**config.mk**
```make
export PLATFORM = sky130hd
export DESIGN_NAME = multi_lane_spi_command_engine
export DESIGN_NICKNAME = d
export VERILOG_FILES = /design/src/hdl/mlspi_pkg.sv /design/src/hdl/multi_lane_spi_command_engine.sv /design/src/hdl/mlspi_lane_bank.sv
export SDC_FILE = /design/constraint.sdc
export NUM_CORES = 1
export LEC_CHECK = 0
export BUFFER_PORTS_ARGS = -buffer_cell sky130_fd_sc_hd__buf_4
export CORE_ASPECT_RATIO = 1.2
export CORE_MARGIN = 8
export CORE_UTILIZATION = 45
export DETAILED_ROUTE_END_ITERATION = 10
export HOLD_SLACK_MARGIN = 0.06
export RECOVER_POWER = 100
export REMOVE_ABC_BUFFERS = 1
export SLEW_MARGIN = 20
export SYNTH_ARGS = -nofsm -noshare
export SYNTH_HDL_FRONTEND = slang
export SYNTH_HIERARCHICAL = 1
export SYNTH_SLANG_ARGS = --single-unit
```
**constraint.sdc**
```tcl
create_clock -name clk -period 5.3 [get_ports clk]
set_input_delay 0.53 -clock clk [delete_from_list [all_inputs] [get_ports clk]]
set_output_delay 0.53 -clock clk [all_outputs]
set_load 0.03 [all_outputs]
```
**src/hdl/mlspi_pkg.sv**
```systemverilog
`timescale 1ns / 1ps
`default_nettype none

package mlspi_pkg;

  // MISO lanes wired to the block
  localparam int LANES   = 17;
  localparam int LANE_IW = (LANES > 1) ? $clog2(LANES) : 1;

  localparam int CNT_W   = 5;   // sensor count, lane index
  localparam int VALUE_W = 16;  // captured word

  // Strobes from the sequencer to the lane capture bank
  typedef struct packed {
    logic             clear;  // zero enabled lanes before a new word
    logic             shift;  // shift one MISO bit into enabled lanes
    logic [CNT_W-1:0] lanes;  // number of enabled lanes
  } mlspi_bank_ctl_t;

endpackage

`default_nettype wire

```
**src/hdl/multi_lane_spi_command_engine.sv**
```systemverilog
`timescale 1ns / 1ps
`default_nettype none

// Channel   Handshake             Payload
// in_       in_valid / in_stall   opcode, miso_lanes, four command bytes, counts
// out_      out_valid / out_stall pin levels, busy, lane result, last
// cfg_      cfg_write_en          cfg_write_data = sensor_count
//
// Each input transaction advances the SPI waveform by one phase at the edge
// that accepts it and yields 1 result, or 1 + lane count when a status byte or
// data word completes, presented from the next cycle, one per cycle while
// out_stall is low. in_stall stays high until the last result leaves, so a new
// item is accepted only after every result of the previous one is taken.
// Reset puts CS, SCLK and MOSI high, the sequencer idle and sensor_count at 1.

module multi_lane_spi_command_engine (
  input  wire logic                          clk,
  input  wire logic                          rst_n,

  input  wire logic                          cfg_write_en,
  input  wire logic [mlspi_pkg::CNT_W-1:0]   cfg_write_data,

  input  wire logic                          in_valid,
  output logic                               in_stall,
  input  wire logic                          in_opcode,
  input  wire logic [mlspi_pkg::LANES-1:0]   in_miso_lanes,
  input  wire logic [7:0]                    in_command_byte,
  input  wire logic [7:0]                    in_second_byte,
  input  wire logic [7:0]                    in_third_byte,
  input  wire logic [7:0]                    in_fourth_byte,
  input  wire logic [2:0]                    in_write_count,
  input  wire logic [2:0]                    in_read_words,

  output logic                               out_valid,
  input  wire logic                          out_stall,
  output logic                               out_chip_select_n,
  output logic                               out_serial_clock,
  output logic                               out_serial_out,
  output logic                               out_busy_res,
  output logic                               out_lane_result_valid,
  output logic [mlspi_pkg::CNT_W-1:0]        out_lane_index,
  output logic [2:0]                         out_word_kind,
  output logic [mlspi_pkg::VALUE_W-1:0]      out_captured_value,
  output logic                               out_last
);
  import mlspi_pkg::*;

  // Sequencer phases
  localparam logic [3:0] PH_IDLE   = 4'd0;
  localparam logic [3:0] PH_LEAD   = 4'd1;
  localparam logic [3:0] PH_WLOW   = 4'd2;
  localparam logic [3:0] PH_WHIGH  = 4'd3;
  localparam logic [3:0] PH_WGAP   = 4'd4;
  localparam logic [3:0] PH_RLOW   = 4'd5;
  localparam logic [3:0] PH_RHIGH  = 4'd6;
  localparam logic [3:0] PH_RGAP   = 4'd7;
  localparam logic [3:0] PH_FINISH = 4'd8;

  localparam logic OP_START = 1'b1;

  localparam logic [2:0] LEAD_LAST = 3'd4;  // gap after CS falls
  localparam logic [2:0] GAP_LAST  = 3'd3;  // gap after each command byte

  // Waveform state
  logic [3:0]  phase_r, phase_nxt;
  logic [2:0]  tick_r, tick_nxt;
  logic [4:0]  bit_r, bit_nxt;
  logic [2:0]  byte_r, byte_nxt;
  logic [2:0]  word_r, word_nxt;
  logic [31:0] cmd_r, cmd_nxt;
  logic [2:0]  write_total_r, write_total_nxt;
  logic [2:0]  read_total_r, read_total_nxt;
  logic        cs_r, cs_nxt;
  logic        sclk_r, sclk_nxt;
  logic        mosi_r, mosi_nxt;
  logic [CNT_W-1:0] sensor_count_r;

  // Result emission
  logic             out_valid_r, out_valid_nxt;
  logic [CNT_W-1:0] pos_r, pos_nxt;        // 0 = pin result, k = lane k-1
  logic [CNT_W-1:0] burst_n_r, burst_n_nxt;
  logic [2:0]       kind_r, kind_nxt;

  logic             in_acc;
  logic [CNT_W-1:0] lanes_eff;
  logic [4:0]       bit_inc;
  logic [4:0]       read_len;
  logic [2:0]       word_inc;
  mlspi_bank_ctl_t  bank_ctl;
  logic [VALUE_W-1:0] lane_value;

  assign in_stall = out_valid_r;
  assign in_acc   = in_valid && !out_valid_r;

  // Clamp the lane count to the wired lanes.
  assign lanes_eff = (32'(sensor_count_r) > LANES) ? CNT_W'(LANES) : sensor_count_r;
  assign bit_inc   = bit_r + 5'd1;
  assign word_inc  = word_r + 3'd1;
  assign read_len  = (word_r == 3'd0) ? 5'd8 : 5'd16;

  always_comb begin
    phase_nxt       = phase_r;
    tick_nxt        = tick_r;
    bit_nxt         = bit_r;
    byte_nxt        = byte_r;
    word_nxt        = word_r;
    cmd_nxt         = cmd_r;
    write_total_nxt = write_total_r;
    read_total_nxt  = read_total_r;
    cs_nxt          = cs_r;
    sclk_nxt        = sclk_r;
    mosi_nxt        = mosi_r;
    out_valid_nxt   = out_valid_r;
    pos_nxt         = pos_r;
    burst_n_nxt     = burst_n_r;
    kind_nxt        = kind_r;
    bank_ctl.clear  = 1'b0;
    bank_ctl.shift  = 1'b0;
    bank_ctl.lanes  = lanes_eff;

    if (in_acc) begin
      // Every transaction returns at least the pin result.
      out_valid_nxt = 1'b1;
      pos_nxt       = '0;
      burst_n_nxt   = '0;
      kind_nxt      = 3'd0;

      if (in_opcode == OP_START) begin
        // Start while busy is dropped.
        if (phase_r == PH_IDLE) begin
          cmd_nxt = {in_command_byte, in_second_byte, in_third_byte, in_fourth_byte};
          if (in_write_count == 3'd0) begin
            write_total_nxt = 3'd1;
          end else if (in_write_count > 3'd4) begin
            write_total_nxt = 3'd4;
          end else begin
            write_total_nxt = in_write_count;
          end
          read_total_nxt = (in_read_words > 3'd4) ? 3'd4 : in_read_words;
          tick_nxt  = '0;
          bit_nxt   = '0;
          byte_nxt  = '0;
          word_nxt  = '0;
          cs_nxt    = 1'b0;
          sclk_nxt  = 1'b1;
          phase_nxt = PH_LEAD;
        end
      end else begin
        unique case (phase_r)
          PH_IDLE: begin
          end
          PH_LEAD: begin
            tick_nxt = tick_r + 3'd1;
            if (tick_nxt >= LEAD_LAST) begin
              tick_nxt  = '0;
              bit_nxt   = '0;
              phase_nxt = PH_WLOW;
            end
          end
          PH_WLOW: begin
            // Command bits leave MSB first, one per low phase.
            sclk_nxt  = 1'b0;
            mosi_nxt  = cmd_r[31];
            cmd_nxt   = {cmd_r[30:0], 1'b0};
            phase_nxt = PH_WHIGH;
          end
          PH_WHIGH: begin
            sclk_nxt = 1'b1;
            if (bit_inc >= 5'd8) begin
              bit_nxt   = '0;
              byte_nxt  = byte_r + 3'd1;
              tick_nxt  = '0;
              phase_nxt = PH_WGAP;
            end else begin
              bit_nxt   = bit_inc;
              phase_nxt = PH_WLOW;
            end
          end
          PH_WGAP: begin
            tick_nxt = tick_r + 3'd1;
            if (tick_nxt >= GAP_LAST) begin
              tick_nxt = '0;
              bit_nxt  = '0;
              if (byte_r >= write_total_r) begin
                word_nxt  = '0;
                phase_nxt = PH_RLOW;
              end else begin
                phase_nxt = PH_WLOW;
              end
            end
          end
          PH_RLOW: begin
            bank_ctl.clear = (bit_r == 5'd0);
            sclk_nxt       = 1'b0;
            phase_nxt      = PH_RHIGH;
          end
          PH_RHIGH: begin
            sclk_nxt       = 1'b1;
            bank_ctl.shift = 1'b1;
            if (bit_inc >= read_len) begin
              // Word complete: report every enabled lane.
              burst_n_nxt = lanes_eff;
              kind_nxt    = word_r;
              bit_nxt     = '0;
              word_nxt    = word_inc;
              if (word_inc > read_total_r) begin
                phase_nxt = PH_FINISH;
              end else if (word_r == 3'd0) begin
                phase_nxt = PH_RLOW;
              end else begin
                phase_nxt = PH_RGAP;
              end
            end else begin
              bit_nxt   = bit_inc;
              phase_nxt = PH_RLOW;
            end
          end
          PH_RGAP: begin
            phase_nxt = PH_RLOW;
          end
          PH_FINISH: begin
            cs_nxt    = 1'b1;
            sclk_nxt  = 1'b1;
            mosi_nxt  = 1'b1;
            phase_nxt = PH_IDLE;
          end
          default: begin
            phase_nxt = PH_IDLE;
          end
        endcase
      end
    end else if (out_valid_r && !out_stall) begin
      // Advance through the lane results, then release the input side.
      if (pos_r == burst_n_r) begin
        out_valid_nxt = 1'b0;
      end else begin
        pos_nxt = pos_r + CNT_W'(1);
      end
    end
  end

  always_ff @(posedge clk) begin
    if (!rst_n) begin
      phase_r        <= PH_IDLE;
      tick_r         <= '0;
      bit_r          <= '0;
      byte_r         <= '0;
      word_r         <= '0;
      write_total_r  <= 3'd1;
      read_total_r   <= '0;
      cs_r           <= 1'b1;
      sclk_r         <= 1'b1;
      mosi_r         <= 1'b1;
      sensor_count_r <= CNT_W'(1);
      out_valid_r    <= 1'b0;
      pos_r          <= '0;
      burst_n_r      <= '0;
      kind_r         <= '0;
    end else begin
      phase_r       <= phase_nxt;
      tick_r        <= tick_nxt;
      bit_r         <= bit_nxt;
      byte_r        <= byte_nxt;
      word_r        <= word_nxt;
      write_total_r <= write_total_nxt;
      read_total_r  <= read_total_nxt;
      cs_r          <= cs_nxt;
      sclk_r        <= sclk_nxt;
      mosi_r        <= mosi_nxt;
      out_valid_r   <= out_valid_nxt;
      pos_r         <= pos_nxt;
      burst_n_r     <= burst_n_nxt;
      kind_r        <= kind_nxt;
      if (cfg_write_en) begin
        sensor_count_r <= cfg_write_data;
      end
    end
  end

  // Command shifter carries no control meaning; no reset.
  always_ff @(posedge clk) begin
    cmd_r <= cmd_nxt;
  end

  mlspi_lane_bank u_bank (
    .clk     (clk),
    .rst_n   (rst_n),
    .ctl     (bank_ctl),
    .miso    (in_miso_lanes),
    .rd_idx  (LANE_IW'(pos_r - CNT_W'(1))),
    .rd_data (lane_value)
  );

  // All result fields come from registers held until the result is taken.
  assign out_valid             = out_valid_r;
  assign out_chip_select_n     = cs_r;
  assign out_serial_clock      = sclk_r;
  assign out_serial_out        = mosi_r;
  assign out_busy_res          = (phase_r != PH_IDLE);
  assign out_lane_result_valid = (pos_r != '0);
  assign out_lane_index        = (pos_r != '0) ? (pos_r - CNT_W'(1)) : '0;
  assign out_word_kind         = (pos_r != '0) ? kind_r : 3'd0;
  assign out_captured_value    = (pos_r != '0) ? lane_value : '0;
  assign out_last              = (pos_r == burst_n_r);

endmodule

`default_nettype wire

```
**src/hdl/mlspi_lane_bank.sv**
```systemverilog
`timescale 1ns / 1ps
`default_nettype none

module mlspi_lane_bank (
  input  wire logic                          clk,
  input  wire logic                          rst_n,
  input  wire mlspi_pkg::mlspi_bank_ctl_t    ctl,
  input  wire logic [mlspi_pkg::LANES-1:0]   miso,
  input  wire logic [mlspi_pkg::LANE_IW-1:0] rd_idx,
  output logic [mlspi_pkg::VALUE_W-1:0]      rd_data
);
  import mlspi_pkg::*;

  logic [VALUE_W-1:0] shift_r [LANES];

  // One bit per lane per SCLK rising phase; lanes beyond the count hold.
  always_ff @(posedge clk) begin
    if (!rst_n) begin
      for (int i = 0; i < LANES; i++) begin
        shift_r[i] <= '0;
      end
    end else begin
      for (int i = 0; i < LANES; i++) begin
        if (CNT_W'(i) < ctl.lanes) begin
          if (ctl.clear) begin
            shift_r[i] <= '0;
          end else if (ctl.shift) begin
            shift_r[i] <= {shift_r[i][VALUE_W-2:0], miso[i]};
          end
        end
      end
    end
  end

  assign rd_data = shift_r[rd_idx];

endmodule

`default_nettype wire

```
==> flow_summary.yaml, run 1 <==
logic_synthesis:
  yosysTopAreaCellShare_pct: 53.7
  synth_warnings: 6
  synth-seq-cells: 350
  synthFlopType: "edfxtp_1"
  synth_cells: 1234
  synth.area.mux_share_pct: 12.9
  synth_top_family_by_area: "simple AND/OR/NAND/NOR gates"
  synth-simple-area-share_pct: 16.4
  synth_edf_count: 304
  avgSynthCellArea_um2: 13.8
  synthXorXnorAreaFrac_pct: 0.774
  synthArstFlopShare_pct: 0
  synth_cell_type_count: 78
  synth_compound_area_share_pct: 6.28
  synth_area_um2: 17000
  synth_seq_area_share_pct: 59.2
  synth_top_area_cell: "edfxtp_1"
  synth_fa_ha_area_share_pct: 1.11
  synth.area.top_cells: "edfxtp_1 (54%), and2_1 (8.4%), dfxtp_1 (5.4%), mux4_2 (4.8%), mux4_1 (4.3%)"
global_routing:
  grt_max_degree: 57
  grt.overflow.total: 0
  grt_pass1_wl_um: 62500
  antenna_found_initial: 0
  grt_use_total_pct: 17.7
  grt_pass1_vias: 10700
timing:
  hold_ws_ns: 0.226
  worst_pin_slew_ns: 2.63
  fmax_ghz: 0.222
  rsz0062_at_grt: "no"
  hold_violations: 0
  finalSetupViolCount: 0
  fin_crit_ns: 4.51
  maxSlewHeadroom_pct: -75.7
  clock_skew_ns: 0.0137
  min_period_over_period_pct: 85.1
  drv_slew: 134
clocking:
  cts_buffers: 38
  postCtsSetupBuffers: 0
  clock-root-buffer: "clkbuf_16"
  clock-sinks: 350
  htreeDepth: 2
  clk_pin_slew_worst_paths_ns: 0.07
  cts_resized: 0
  cts_buffer_depth: 3
  ctsHoldBuffers: 0
  clk_latency_ns: 0.53
  cts_tree: "built"
hold_path:
  hold_path_startpoint: "cfg_write_data[0]"
  hp-class: "primary input to flop"
pwr:
  p_per_area_nw_per_um2: 317
  totalPowerFinal_mw: 6.06
  vdd_drop_max_mv: 0.239
  leakage_nw: 7.17
drt:
  via_per_inst: 5.69
  wl_um: 39900
  route.detailed.drc: 0
  final_antenna_net_count: 0
  drt_iter0_drc: 755
  vias: 10400
  wl_per_cell_um: 21.9
  dr.pass1.iters: 5
final_layout:
  multiInputGateArea_um2: 6350
  fillers: 3269
  area_growth_pct: 12.4
  finalNetCount: 1395
  final_cell_mix: "edfxtp_1 (304), and2_0 (145), and2_1 (83)"
  fin_cells: 1822
  final_common_cell: "edfxtp_1"
  diodes: 0
  regArea_um2: 10000
  drive_gt1_share_pct: 16.0
  final_area_um2: 19100
critical_path:
  r2r-start: "sensor_count_r[4]$_SDFFE_PN0P_"
  worstPathArrival_ns: 3.98
  worstPathMaxFanout: 21
  cp_cell_sequence: "inv_1 > ha_1 > xor2_4 > clkbuf_2 > mux4_1 > mux2i_1 > a221oi_2 > nor2b_1 > clkbuf_1"
  crit_slowest_cell: "mux4_1"
  critPathKind: "flop to output port"
  r2r_setup_slack_ns: 1.61
  cp-start-kind: "flop"
  required_ns: 4.77
  critical-path-max-stage-delay_ns: 0.69
  worstSetupEndpointType: "output port"
  reg2reg_to: "u_bank/shift_r[2][10]$_SDFFCE_PN0P_"
  crit_start: "pos_r[0]$_SDFFE_PP0P_"
  crit_end: "out_captured_value[13]"
  ff2ff_path_depth: 5
run_status:
  violations: "max-capacitance violations, max-slew violations"
  status: "complete, but fails checks"
place:
  hpwl_um: 26500
  portBuffers: 97
  gp_congestion: 0.802
  dp_cells: 1754
  post_dp_cell_area_um2: 18100
die:
  initial_utilization_pct: 45.3
  fp.coreArea_um2: 37500
  ios: 98
  dieArea_um2: 44200
  die_h_um: 229
  rows: 78
  die_width_um: 193
flow_run:
  max_cap_viol_count: 3
worst max-delay path: cells and delay by family, from the launching register on:
kind / cells / cell delay [ns]
mux: 2 / 1.11
fa+ha+maj: 1 / 0.30
xor+xnor: 1 / 0.19
buf+inv: 3 / 1.05
flops: 1 / 0.49
compound gates: 1 / 0.13
simple gates: 1 / 0.17
cells by family after synthesis:
logic type,after synthesis
XOR/XNOR,15
AND/OR/NAND/NOR,471
multiplexers,124
buffers and inverters,110
AO/OA/AOI/OAI,149
flip-flops,350
adder cells (fa/ha/maj),15
synthesized netlist by cell type, drive strengths merged (15+ instances only):
master	count
edfxtp	304
and2	228
nor2	67
mux4	64
dfxtp	46
buf	45
clkbuf	39
and3	36
mux2	32
nor2b	30
a21oi	29
mux2i	28
o21ai	27
inv	26
nand2	23
nor3b	22
o22ai	18
a221oi	16
ha	15
worst min-delay path by stage:
stage	endpoint	slack [ns]	cells past startpoint
final	sensor_count_r[0]$_SDFFE_PN1P_	0.23	3
after global routing	sensor_count_r[0]$_SDFFE_PN1P_	0.22	3
after CTS	sensor_count_r[0]$_SDFFE_PN1P_	0.21	3
after detailed placement	kind_r[0]$_SDFFE_PN0P_	0.45	1
after global placement	kind_r[1]$_SDFFE_PN0P_	0.45	1
after floorplan	sensor_count_r[0]$_SDFFE_PN1P_	0.43	2
sequential cells by signal, summed over array words and instances (netlist names):
signal	cells
phase_r	4
byte_r	3
tick_r	3
word_r	3
cmd_r	32
pos_r	5
in_stall	1
sensor_count_r	5
u_bank/shift_r	272
burst_n_r	5
out_serial_out	1
out_serial_clock	1
out_chip_select_n	1
kind_r	3
write_total_r	3
bit_r	5
read_total_r	3
through the flow:
step / setup WS, ns / util, % / TNS, ns
2_1_floorplan: -1.22 / - / -19.19
3_3_place_gp: 1.54 / 48.3 / 0
3_5_place_dp: 1.40 / 48.3 / 0
4_1_cts: 0.949 / 51.5 / 0
5_1_grt: 0.459 / 50.9 / 0
6_report: 0.790 / 50.9 / 0
per-layer routing:
metal | vias to the layer above | global-route usage [%] | routed length [µm]
met5 | - | 0 | 0
met4 | 0 | 6.02 | 1150
met3 | 63 | 3.18 | 1840
met2 | 244 | 29.9 | 19600
met1 | 5263 | 22.7 | 17300
li1 | 4789 | - | -
where the power goes:
| group | internal, mW | total, mW | switching, mW | leakage [nW] |
|---|---|---|---|---|
| clock network | 1.56 | 2.63 | 1.07 | 0.593 |
| logic | 0.116 | 0.282 | 0.166 | 3.10 |
| registers | 3.09 | 3.14 | 0.0524 | 3.48 |
cell type report:
| type | instances | share of cell area, % |
|---|---|---|
| Clock buffer | 49 | 5.36 |
| Clock inverter | 19 | 1.05 |
| Inverter | 26 | 0.511 |
| Multi-Input combinational cell | 774 | 33.3 |
| Sequential cell | 350 | 52.6 |
| Tap cell | 480 | 3.15 |
| Timing Repair Buffer | 124 | 4.00 |
Note: power is estimated with default switching activity, not from simulation.
==> inputs of run 2 (changes only) <==
--- a/config.mk
+++ b/config.mk
@@ -11,8 +11,8 @@
 export CORE_UTILIZATION = 45
 export DETAILED_ROUTE_END_ITERATION = 10
 export HOLD_SLACK_MARGIN = 0.06
+export PLACE_DENSITY = 0.64
 export RECOVER_POWER = 100
-export REMOVE_ABC_BUFFERS = 1
 export SLEW_MARGIN = 20
 export SYNTH_ARGS = -nofsm -noshare
 export SYNTH_HDL_FRONTEND = slang
==> run 2 against run 1 <==
Compared with the run above:
- the flow still finishes with violations (max-capacitance violations, max-slew violations)
- total power down 0.43%
- first-iteration DRC count down 9.1%
- cell count up 0.33%
- maximum frequency down 4.2%
- sequential share of layout area down 0.052 points
- register-to-register slack better by 0.12 ns
- worst hold slack worse by 0.0096 ns
- non-clock buffer count up 3
- highest routed layer is now met5
==> flow_summary.yaml, run 2 (synthesized netlist as in run 1, its figures left out) <==
global_routing:
  grt_pass1_wl_um: 64300
  top_usage_layer: "met2"
  grt_max_degree: 57
  grt.overflow.total: 0
  use_met3_pct: 4.43
  met2_usage_pct: 31.0
  grt_use_met1_pct: 22.7
  antenna_found_initial: 1
  grt_use_total_pct: 18.3
  grt_pass1_vias: 10800
final_layout:
  largest_reg_flops: 272
  drive_gt1_share_pct: 16.3
  area_growth_pct: 12.5
  fillers: 3230
  finalNetCount: 1399
  diodes: 0
  regMostFlops: "u_bank/shift_r"
  fin_cells: 1828
  final_common_cell: "edfxtp_1"
  final_cell_mix: "edfxtp_1 (304), and2_0 (145), and2_1 (83)"
  top_regs: "u_bank/shift_r: 272 flops, cmd_r: 32 flops"
hold_path:
  hp-class: "primary input to flop"
die:
  die_h_um: 229
  initial_utilization_pct: 45.3
  rows: 78
  dieArea_um2: 44200
  die_width_um: 193
  ios: 98
  fp.coreArea_um2: 37500
drt:
  vias: 10600
  drt_iter0_drc: 686
  route.detailed.drc: 0
  wl_per_cell_um: 22.6
  dr.pass1.iters: 5
  final_antenna_net_count: 0
  wl_um: 41300
  via_per_inst: 5.79
place:
  gp_congestion: 0.827
  dp_cells: 1757
  hpwl_um: 28000
  portBuffers: 97
critical_path:
  critPathKind: "flop to output port"
  cp_cell_sequence: "inv_1 > ha_1 > xor2_2 > buf_12 > buf_4 > mux4_1 > o22ai_1 > a221oi_1 > nor2b_1 > buf_4"
  crit_buf_inv: 4
  critical-path-max-stage-delay_ns: 0.76
  critical_path.top_delay_family: "buffers and inverters"
  crit_slowest_cell: "xor2_2"
  required_ns: 4.77
  worstPathArrival_ns: 4.18
  worstSetupEndpointType: "output port"
  path_common_cell: "buf_4"
  cp-start-kind: "flop"
  worstPathMaxFanout: 33
clocking:
  ctsHoldBuffers: 0
  cts_resized: 0
  clock-sinks: 350
  clk_pin_slew_worst_paths_ns: 0.06
  postCtsSetupBuffers: 0
  cts_buffers: 39
  clk_latency_ns: 0.53
  clock-root-buffer: "clkbuf_16"
  htreeDepth: 2
  cts_tree: "built"
  cts_buffer_depth: 3
timing:
  fin_crit_ns: 4.71
  rsz0062_at_grt: "no"
  hold_violations: 0
  worst_pin_slew_ns: 2.63
  finalSetupViolCount: 0
  min_period_over_period_pct: 88.8
  tns_ns: 0
  fmax_ghz: 0.212
  clock_skew_ns: 0.0125
  maxSlewHeadroom_pct: -75.1
  drv_slew: 134
flow_run:
  max_cap_viol_count: 3
logic_synthesis:
  synth_nets: 1315
pwr:
  vdd_drop_max_mv: 0.201
  p_per_area_nw_per_um2: 316
  leakage_nw: 7.21
  totalPowerFinal_mw: 6.03
run_status:
  status: "complete, but fails checks"
  violations: "max-capacitance violations, max-slew violations"
run 2: through the flow:
| step | hold slack, ns | cell area [µm²] | util [%] | setup WS, ns |
|---|---|---|---|---|
| 2_1_floorplan | 0.435 | 17000 | - | 1.75 |
| 3_3_place_gp | 0.453 | 18100 | 48.3 | 1.53 |
| 3_5_place_dp | 0.447 | 18100 | 48.4 | 1.43 |
| 4_1_cts | 0.194 | 19300 | 51.6 | 0.841 |
| 5_1_grt | 0.231 | 19100 | 51.0 | 0.388 |
| 6_report | 0.216 | 19100 | 51.0 | 0.591 |
run 2: cell type report:
| class | count | area (µm²) | area share, % |
|---|---|---|---|
| well taps | 480 | 601 | 3.14 |
| multi-input cells | 774 | 6340 | 33.2 |
| clock buffers | 56 | 1120 | 5.87 |
| inverters | 26 | 97.6 | 0.511 |
| repair buffers | 127 | 801 | 4.19 |
| clock inverters | 15 | 101 | 0.530 |
| flip-flops and latches | 350 | 10000 | 52.6 |
run 2: routing by layer:
| metal | up-vias | wire length, µm |
|---|---|---|
| met5 | - | 13 |
| met4 | 2 | 1090 |
| met3 | 72 | 2560 |
| met2 | 333 | 20500 |
| met1 | 5377 | 17100 |
| li1 | 4805 | - |
run 2: path summary, 6_finish.rpt:
path                                start                                   end  slack [ns]  depth (start not counted)
hold reg to reg    tick_r[2]$_SDFFE_PN0P_                tick_r[2]$_SDFFE_PN0P_        0.48                          1
hold / removal          cfg_write_data[0]        sensor_count_r[0]$_SDFFE_PN1P_        0.22                          3
setup / recovery    pos_r[0]$_SDFFE_PP0P_                out_captured_value[14]        0.59                         10
setup reg to reg  phase_r[2]$_SDFFE_PN0P_  u_bank/shift_r[16][12]$_SDFFCE_PN0P_        1.73                          6
run 2: worst register-to-register path: stages (launching register included):
cell and delay [ns]:
dfxtp_1 0.64, nand2b_1 0.29, nor4_1 0.38, buf_4 0.23, o21ai_0 0.15, o21ai_0 0.64
clkbuf_1 0.85
run 2: power breakdown:
group	switching (mW)	leakage, nW	internal, mW
Sequential	0.0512	3.48	3.09
Combinational	0.170	3.13	0.116
Clock	1.08	0.602	1.52
